## src/design/qpr_pkg.sv

```systemverilog
`timescale 1ns / 1ps
// Quaternion point rotation: shared widths, word types and register indexes.
// No dependencies; imported by every module of the block.
package qpr_pkg;

    localparam int COORD_WIDTH    = 32;
    localparam int QUAT_FRAC_BITS = 14;
    localparam int QUAT_WIDTH     = 16;

    // first Hamilton product: q component times coordinate, sum of three
    localparam int P1_W = QUAT_WIDTH + COORD_WIDTH;
    localparam int S1_W = P1_W + 2;
    localparam int T_W  = S1_W - QUAT_FRAC_BITS;
    // second Hamilton product: t part times q component, sum of four
    localparam int P2_W = T_W + QUAT_WIDTH;
    localparam int S2_W = P2_W + 2;
    localparam int R_W  = S2_W - QUAT_FRAC_BITS;

    localparam int CFG_ADDR_W = 2;
    localparam int CFG_DATA_W = QUAT_WIDTH;

    localparam logic [CFG_ADDR_W-1:0] CFG_QUAT_W = CFG_ADDR_W'(0);
    localparam logic [CFG_ADDR_W-1:0] CFG_QUAT_X = CFG_ADDR_W'(1);
    localparam logic [CFG_ADDR_W-1:0] CFG_QUAT_Y = CFG_ADDR_W'(2);
    localparam logic [CFG_ADDR_W-1:0] CFG_QUAT_Z = CFG_ADDR_W'(3);

    localparam logic signed [QUAT_WIDTH-1:0] QUAT_ONE =
        QUAT_WIDTH'(64'd1 << QUAT_FRAC_BITS);

    localparam logic signed [S1_W-1:0] RND1 = S1_W'(1) << (QUAT_FRAC_BITS - 1);
    localparam logic signed [S2_W-1:0] RND2 = S2_W'(1) << (QUAT_FRAC_BITS - 1);

    localparam logic signed [COORD_WIDTH-1:0] ROT_MAX = {1'b0, {(COORD_WIDTH-1){1'b1}}};
    localparam logic signed [COORD_WIDTH-1:0] ROT_MIN = {1'b1, {(COORD_WIDTH-1){1'b0}}};
    localparam logic signed [R_W-1:0] R_MAX = R_W'(ROT_MAX);
    localparam logic signed [R_W-1:0] R_MIN = R_W'(ROT_MIN);

    typedef struct packed {
        logic signed [COORD_WIDTH-1:0] point_x;
        logic signed [COORD_WIDTH-1:0] point_y;
        logic signed [COORD_WIDTH-1:0] point_z;
    } t_point_word;

    typedef struct packed {
        logic signed [COORD_WIDTH-1:0] rot_x;
        logic signed [COORD_WIDTH-1:0] rot_y;
        logic signed [COORD_WIDTH-1:0] rot_z;
        logic                          saturated;
    } t_rot_word;

    typedef struct packed {
        logic signed [QUAT_WIDTH-1:0] w;
        logic signed [QUAT_WIDTH-1:0] x;
        logic signed [QUAT_WIDTH-1:0] y;
        logic signed [QUAT_WIDTH-1:0] z;
    } t_quat;

endpackage

```

## src/design/qpr_sat.sv

```systemverilog
`timescale 1ns / 1ps
// Clips the three rounded result parts to the coordinate range and flags it.
// Depends on qpr_pkg.
module qpr_sat import qpr_pkg::*; (
    input  logic signed [R_W-1:0] i_rx,
    input  logic signed [R_W-1:0] i_ry,
    input  logic signed [R_W-1:0] i_rz,
    output t_rot_word             o_word
);

    logic hi_x, lo_x, hi_y, lo_y, hi_z, lo_z;

    always_comb begin
        hi_x = i_rx > R_MAX;
        lo_x = i_rx < R_MIN;
        hi_y = i_ry > R_MAX;
        lo_y = i_ry < R_MIN;
        hi_z = i_rz > R_MAX;
        lo_z = i_rz < R_MIN;

        o_word.rot_x = hi_x ? ROT_MAX : (lo_x ? ROT_MIN : i_rx[COORD_WIDTH-1:0]);
        o_word.rot_y = hi_y ? ROT_MAX : (lo_y ? ROT_MIN : i_ry[COORD_WIDTH-1:0]);
        o_word.rot_z = hi_z ? ROT_MAX : (lo_z ? ROT_MIN : i_rz[COORD_WIDTH-1:0]);
        o_word.saturated = hi_x | lo_x | hi_y | lo_y | hi_z | lo_z;
    end

endmodule

```

## config.mk

```make
export PLATFORM = sky130hd
export DESIGN_NAME = qpr_sat
export DESIGN_NICKNAME = d
export VERILOG_FILES = /design/src/design/qpr_pkg.sv /design/src/design/qpr_sat.sv
export SDC_FILE = /design/constraint.sdc
export NUM_CORES = 1
export LEC_CHECK = 0
export ABC_AREA = 1
export BUFFER_PORTS_ARGS = -buffer_cell sky130_fd_sc_hd__buf_2
export CORE_AREA = 5 5 82 84
export DETAILED_ROUTE_END_ITERATION = 6
export DIE_AREA = 0 0 87 89
export MAX_ROUTING_LAYER = met4
export PLACE_DENSITY = 0.61
export SLEW_MARGIN = 20
export SYNTH_ARGS = -nofsm -noshare
export SYNTH_HDL_FRONTEND = slang
export SYNTH_SLANG_ARGS = --single-unit
```

## constraint.sdc

```tcl
create_clock -name vclk -period 1.25
set_input_delay 0.3125 -clock vclk [all_inputs]
set_output_delay 0.3125 -clock vclk [all_outputs]
set_load 0.02 [all_outputs]
```

# After elaboration in Yosys (flattened, before gate mapping)
# Index checks and enable logic that the tools add are counted.
# Widths: inputs -> output; s select.
# word_totals
regBits,0
input_bits,120
out_inout_bits,97
wordCells,17
# op_classes
order_cmp,6
muxes,6
bitwise_logic,5
# ops
cell,n
$mux 32,6
$gt 40x32->1 const B,3
$lt 40x32->1 const B,3
$or 1x1->1,5

# Depth between registers and ports, before layout
# Gate-level depths: netlist of the first run.
# depth
ltp_word,6
ltp_mapped,8
mapped_depth_nobuf,8

# Worst setup path after synthesis of the first run
# Ideal clock, no wire load.
# synth_path
kind,input to output
start,input port i_rz[36]
end,output port o_word[10] in the netlist's numbering
t_arrival_ps,974
required_time_ps,938
slack_ps,-36
cell_stages,7
path_buffers,1
cell_sequence,nor2_1 -> nand2_1 -> nor2_1 -> a21oi_2 -> inv_2 -> buf_6 -> nand2_1
# synth_lines
element,line_no,rtl
from (decl),qpr_sat.sv:7,"input logic signed [R_W-1:0] i_rz,"
to (decl),qpr_sat.sv:8,output t_rot_word o_word

==> results of run 1 <==
-- power by group through the flow --
stage / Clock (µW) / Combinational, µW / Sequential [µW]
after CTS: 0 / 1340 / 0
after detailed placement: 0 / 1030 / 0
final: 0 / 1870 / 0
after floorplan: 0 / 568 / 0
after global routing: 0 / 1960 / 0
after global placement: 0 / 1020 / 0
-- timing repair --
| action | in CTS | in global routing |
|---|---|---|
| buffers inserted | 4 | 2 |
| resized for setup | 198 | 287 |
| cloned | 5 | 10 |
| setup endpoints to repair | 94 | 94 |
| pin swaps | 24 | 33 |
-- critical path, cell delays in order --
cell,delay (ns)
buf_6,0.10
nor2_4,0.09
nand2_1,0.06
nor2_1,0.08
nand2_1,0.10
nand2_4,0.17
clkbuf_16,0.22
nand2_4,0.05
buf_6,0.13
-- synthesized netlist by cell type, drive strengths merged --
master and n:
a21oi 1, nand2 216, nand3 1, buf 18, clkbuf 3, nor2 22
inv 7
-- metal layers --
layer  global-route usage  part of all wire
met4               0.0241             0.023
met2                0.345              0.58
met5                    -                 0
met1                0.173              0.34
met3               0.0157             0.062
-- through the flow --
stage | util | instance area [µm²] | cells | total power (µW) | worst slack (ns)
6_report | 0.742 | 4340 | 577 | 1870 | -0.381
5_1_grt | 0.742 | 4340 | 577 | 1960 | -0.436
4_1_cts | 0.536 | 3130 | 565 | 1340 | -0.324
3_5_place_dp | 0.400 | 2340 | 556 | 1030 | -0.433
3_3_place_gp | 0.400 | 2340 | 556 | 1020 | -0.458
2_1_floorplan | - | 1130 | 268 | 568 | -0.0363
-- cells by family after synthesis --
kind of cell / Yosys count
AOI/OAI and AO/OA: 1
and+or+nand+nor: 239
buffers and inverters: 28
-- layout make-up --
class / count / area (µm²)
Inverter: 7 / 28.8
Tap cell: 75 / 93.8
Timing Repair Buffer: 254 / 2450
Fill cell: 403 / 1510
Multi-Input combinational cell: 241 / 1770
-- path summary, 6_finish.rpt --
path,end,start,cells past startpoint
setup / recovery,o_word[33],i_ry[32],9
hold / removal,o_word[18],i_rz[17],4
==> summary.md, run 1 <==
| Metric | Value |
|---|---|
| Initial antenna violation count | `0` |
| Largest net degree at the start of global routing | `22` |
| Final Hold Fails | `0` |
| DR pass1 iterations | `4` |
| Unrepaired setup endpoints after global routing | `yes` |
| GRT Overall Usage | `0.168` |
| Final Cycle Share | `1.31` |
| Adder-cell share of the synthesized area | `0` |
| Most frequent cells in the layout | `buf_6, buf_2, nand2_2` |
| First-pass GRT wire length | `~10 mm` |
| Via count | `about 2600` |
| Crit. End Element | `output pin` |
| Max_cap viols | `0` |
| Clock power share | `0` |
| Top-area cell type share of the netlist area | `0.733` |
| Xor/xnor share of the synthesized area | `0` |
| Syn Area/Cell | `4.09 µm²` |
| Failing checks | `negative setup slack` |
| Hold slack final | `just over 0.9 ns` |
| Final WS setup | `-0.381 ns` |
| Critical path class | `in2out` |
| Row cnt | `28` |
| GPL Wtd Cong | `0.825` |
| CP max FO | `8` |
| Net load switching power | `roughly 940 µW` |
| Num sequential | `0` |
| Sw Ratio | `0.504` |
| Slew HR | `0.877` |
| Seq pwr share | `0` |
| Leading post-synthesis cells by cell area | `nand2_1, buf_4, nor2_1, buf_6, inv_1` |
| Simple-Gate Fraction of Synth Area | `0.824` |
| Initial Util | `0.187` |
| Worst Max-Slew Pin Slew | `roughly 0.18 ns` |
| Largest family of logic cells by synthesized area | `simple AND/OR/NAND/NOR gates` |
| Syn_nets | `approximately 390` |
| Post-Syn Instances | `between 200 and 300` |
| Dpl hpwl | `approximately 5.5 mm` |
| Io pins | `between 200 and 250` |
| Synth Cell Area | `between 0.001 and 0.0015 mm²` |
| Clock buffers | `0` |
| Final Setup Violations | `94` |
| Most common cell after layout, fill and taps aside | `buf_6` |
| Total gr overflow | `0` |
| Vias in the first global route | `between 2000 and 2500` |
| Comb power frac | `1.000` |
| Synth cell types | `10` |
| Power Density | `around 430 mW/mm²` |
| Achievable Freq | `just over 600 MHz` |
| Routed Antenna Nets | `0` |
| Seq/Total Area, Yosys | `0` |
| Worst VDD drop | `0.263 mV` |
| Fraction of layout cells with a size suffix above 1 | `0.849` |
| 1st-iter DRT viols | `40` |
| Post-CTS Hold Fix Bufs | `0` |
| Post-synth top area cell | `nand2_1` |
| Hold Crit Class | `in2out` |
| Outcome | `finished with violations` |
| Final Critical Period | `around 1.6 ns` |
| Die H | `just under 90 µm` |
| Via/cell ratio | `4.58` |
| Port buffer count | `217` |
| Die width | `between 80 and 90 µm` |
| Static Leak | `around 0.0023 µW` |
| Post-synthesis compound-gate area fraction | `0.00799` |
| Sum Neg Setup Slack | `-31.72 ns` |
| Mux cell area share after synthesis | `0` |
| CP Launch Type | `input port` |
| Diodes inserted | `0` |
| Synth warnings | `0` |
| Routed wire length | `9.84 mm` |
| Critical path data arrival time | `about 1.3 ns` |
| Core area | `between 0.005 and 0.006 mm²` |
| Nets | `between 600 and 700` |
| WL/cell | `17.1 µm` |
| Max-slew violation count | `0` |
| P&R area growth vs syn | `296%` |
| Internal power | `926 µW` |
| Die area | `between 0.007 and 0.008 mm²` |
| Reg area | `0 µm²` |
| DRC Markers | `0` |
| CP required | `about 0.94 ns` |
(Power assumes the default switching activity.)
==> run 2: changes to the inputs <==
- RECOVER_POWER: not set -> 100
==> summary.md, run 2 (synthesis gave the netlist of run 1 again) <==
| Metric | Value |
|---|---|
| Static Leak | `0.00228 µW` |
| WL/cell | `17.0 µm` |
| Max_cap viols | `0` |
| Diodes inserted | `0` |
| 1st-iter DRT viols | `37` |
| Critical path data arrival time | `approximately 1.3 ns` |
| Nets | `roughly 620` |
| Die H | `just under 90 µm` |
| Hold Crit Class | `in2out` |
| Inst Count DP | `about 560` |
| Dpl hpwl | `about 5.5 mm` |
| Worst Max-Slew Pin Slew | `between 0.2 and 0.3 ns` |
| Worst VDD drop | `roughly 0.26 mV` |
| Vias in the first global route | `between 2000 and 2500` |
| Num sequential | `0` |
| Critical path class | `in2out` |
| GRT Overall Usage | `0.168` |
| Routed wire length | `9.82 mm` |
| Final non-filler cell total | `between 500 and 600` |
| CP required | `approximately 0.94 ns` |
| GPL Wtd Cong | `0.825` |
| Row cnt | `28` |
| Core area | `0.00585 mm²` |
| Reg area | `0 µm²` |
| Final Hold Fails | `0` |
| P&R area growth vs syn | `296%` |
| Power Density | `between 400 and 500 mW/mm²` |
| Outcome | `finished with violations` |
| Max-slew violation count | `0` |
| Port buffer count | `about 220` |
| DRC Markers | `0` |
| Most common cell after layout, fill and taps aside | `buf_6` |
| Post-CTS Hold Fix Bufs | `0` |
| Final Critical Period | `about 1.6 ns` |
| Achievable Freq | `613 MHz` |
| Routed Antenna Nets | `0` |
| Slew HR | `0.806` |
| Largest net degree at the start of global routing | `22` |
| Die area | `about 0.0077 mm²` |
| Failing checks | `negative setup slack` |
| Total gr overflow | `0` |
| Clock buffers | `0` |
| Pwr Total | `between 1500 and 2000 µW` |
| CP Launch Type | `input port` |
| Via count | `around 2600` |
| Most frequent cells in the layout | `buf_6, buf_2, nand2_2` |
| Final Setup Violations | `between 90 and 100` |
| Die width | `87 µm` |
| CP max FO | `8` |
| Io pins | `217` |
| DR pass1 iterations | `4` |
| First-pass GRT wire length | `10.4 mm` |
| Initial antenna violation count | `0` |
| Unrepaired setup endpoints after global routing | `yes` |
| Crit. End Element | `output pin` |
| DP Worst Slack | `-0.433 ns` |
| Final WS setup | `-0.383 ns` |
| Initial Util | `0.187` |
| Via/cell ratio | `4.57` |
| Fraction of layout cells with a size suffix above 1 | `0.843` |
| Final Cycle Share | `1.31` |
==> run 2: cell count changes in the layout (fill, tap and decap cells not counted), sizes merged <==
| cell | previous run | this run |
|---|---|---|
| buf | 247 | 244 |
| clkbuf | 7 | 10 |
==> run 2: final timing paths <==
check	start	end	slack [ns]	cells past startpoint
min	i_rz[17]	o_word[18]	0.92	4
max	i_ry[36]	o_word[33]	-0.38	9
==> run 2: stage by stage <==
stage	TNS [ns]	instance area, µm²	hold WS [ns]	util
2_1_floorplan	-2.76	1130	0.769	-
3_3_place_gp	-31.61	2340	0.936	0.400
3_5_place_dp	-32.32	2340	0.937	0.400
4_1_cts	-26.43	3130	0.915	0.536
5_1_grt	-36.47	4340	0.939	0.741
6_report	-31.76	4340	0.921	0.741
==> run 2: where the power goes <==
group	switching (µW)	internal, µW	leakage [µW]
sequential	0	0	0
clock	0	0	0
combinational	939	925	0.00228
total	939	925	0.00228
==> run 2: metal layers <==
layer | track usage | share of wire | vias up | wire length (µm)
met4 | 0.0241 | 0.024 | 0 | 233
met5 | - | 0 | - | 0
met1 | 0.173 | 0.33 | 1221 | 3270
met2 | 0.345 | 0.58 | 133 | 5660
li1 | - | - | 1257 | -
met3 | 0.0157 | 0.067 | 24 | 653
==> run 2: worst max-delay path: stages <==
cell	delay, ns
buf_8	0.10
nor2_4	0.08
nand2_1	0.05
nor2_1	0.09
nand2_1	0.10
nand2_4	0.17
clkbuf_16	0.22
nand2_4	0.05
buf_6	0.13
==> run 2: layout make-up <==
cell class	count	area, µm²
tap	75	93.8
fill	406	1510
inverter	7	28.8
multi-input combinational	241	1770
timing repair buffer	254	2440
==> run 2: timing repair <==
action	4_1_cts	5_1_grt
setup buffers	4	2
setup endpoints to repair	94	94
gates cloned	5	10
pin swaps	24	33
resized for setup	198	287
==> run 3: changes to the inputs <==
- REMOVE_ABC_BUFFERS: not set -> 1
==> summary.md, run 3 (synthesis gave the netlist of run 1 again) <==
| Metric | Value |
|---|---|
| Via count | `approximately 2400` |
| WL/cell | `14.1 µm` |
| Final Cycle Share | `1.29` |
| Failing checks | `negative setup slack` |
| Most frequent cells in the layout | `nand2_1, buf_2, buf_6` |
| DRC Markers | `0` |
| Routed wire length | `about 8 mm` |
| Post-CTS Hold Fix Bufs | `0` |
| Final WS setup | `-0.362 ns` |
| Die H | `approximately 90 µm` |
| GPL Wtd Cong | `around 0.85` |
| Power Density | `about 430 mW/mm²` |
| CP max FO | `15` |
| Slew HR | `0.790` |
| CP Launch Type | `input port` |
| Hold Path End | `o_word[67]` |
| Row cnt | `28` |
| Cell mode on critical path | `nand2_1` |
| CP required | `between 0.9 and 1 ns` |
| Buf/Inv on CP | `4` |
| 1st-iter DRT viols | `17` |
| Worst Max-Slew Pin Slew | `~0.32 ns` |
| Top delay family on crit path | `buffers and inverters` |
| Die area | `0.00774 mm²` |
| Final Setup Violations | `94` |
| Port buffer count | `217` |
| Initial Util | `0.187` |
| Worst path cell trace | `buf_6 > nor2_2 > nand2_1 > nor2_1 > a21oi_2 > inv_2 > clkbuf_16 > nand2_1 > buf_2` |
| Nets | `slightly above 600` |
| WP depth | `9` |
| Critical path class | `in2out` |
| Vias in the first global route | `2119` |
| Min-Delay Path Depth | `4` |
| Most common cell after layout, fill and taps aside | `nand2_1` |
| CP max stage cell | `clkbuf_16` |
| DP Worst Slack | `-0.387 ns` |
| Routed Antenna Nets | `0` |
| Inst Count DP | `~550` |
| Io pins | `217` |
| Final non-filler cell total | `~570` |
| Hold slack final | `a little over 0.9 ns` |
| Max_cap viols | `0` |
| Worst setup path startpoint | `i_rz[34]` |
| Static Leak | `between 0.0015 and 0.002 µW` |
| Achievable Freq | `~620 MHz` |
| P&R area growth vs syn | `220%` |
| Fraction of layout cells with a size suffix above 1 | `0.673` |
| DR pass1 iterations | `2` |
| Final Hold Fails | `0` |
| Critical path data arrival time | `around 1.3 ns` |
| Hold Crit Class | `in2out` |
| Num sequential | `0` |
| Reg area | `0 µm²` |
| First-pass GRT wire length | `a little over 9 mm` |
| Dpl hpwl | `5.27 mm` |
| Final Critical Period | `1.61 ns` |
| Outcome | `finished with violations` |
| Worst VDD drop | `between 0.2 and 0.25 mV` |
| Crit. End Element | `output pin` |
| Initial antenna violation count | `0` |
| GRT Overall Usage | `0.146` |
| Largest net degree at the start of global routing | `32` |
| Diodes inserted | `0` |
| Clock buffers | `0` |
| Max-slew violation count | `0` |
| Total gr overflow | `0` |
| Crit-path max cell delay | `about 0.19 ns` |
| Unrepaired setup endpoints after global routing | `yes` |
| Die width | `between 80 and 90 µm` |
| Worst Hold Launch | `i_rx[2]` |
| Core area | `slightly below 0.006 mm²` |
| Via/cell ratio | `~4.3` |
[run 3: changes by cell type in the layout (fill, tap and decap cells not counted), sizes merged]
cell / change
buf: -9
nand2: -1
[run 3: what timing repair did]
action | in CTS | in global routing
gates cloned | 1 | 9
setup endpoints to repair | 94 | 94
gates resized for setup | 71 | 207
pin swaps | 14 | 20
setup buffers | 1 | 2
[run 3: layout make-up]
class	instances	area (µm²)
Fill cell	523	2340
Timing Repair Buffer	245	2070
Multi-Input combinational cell	240	1320
Tap cell	75	93.8
Inverter	7	26.3
[run 3: how the worst max path moves through the flow]
stage / endpoint / slack (ns)
2_1_floorplan: o_word[0] / -0.44
3_3_place_gp: o_word[0] / -0.40
3_5_place_dp: o_word[49] / -0.39
4_1_cts: o_word[91] / -0.35
5_1_grt: o_word[17] / -0.42
6_report: o_word[14] / -0.36
[run 3: stage by stage]
stage	TNS, ns	util	area (µm²)	power, µW
floorplan	-31.77	-	938	499
global placement	-31.17	0.394	2310	1000
detailed placement	-31.90	0.394	2310	1010
CTS	-28.35	0.444	2600	1120
global route	-35.74	0.600	3510	1610
finish	-28.92	0.600	3510	1510
[run 3: metal layers]
layer / track usage / vias up / wire length, µm
li1: - / 1230 / -
met1: 0.156 / 1061 / 2640
met2: 0.290 / 138 / 4390
met3: 0.0304 / 10 / 893
met4: 0.00567 / 0 / 102
met5: - / - / 0
[run 3: power breakdown]
| group | leakage (µW) | internal, µW | switching, µW |
|---|---|---|---|
| sequential | 0 | 0 | 0 |
| combinational | 0.00197 | 735 | 770 |
| clock | 0 | 0 | 0 |
| total | 0.00197 | 735 | 770 |
[run 3: tightest hold or removal path, cell delays in order]
cell and delay [ns]:
buf_2 0.07, nand2_1 0.05, nand2_2 0.06, buf_6 0.11
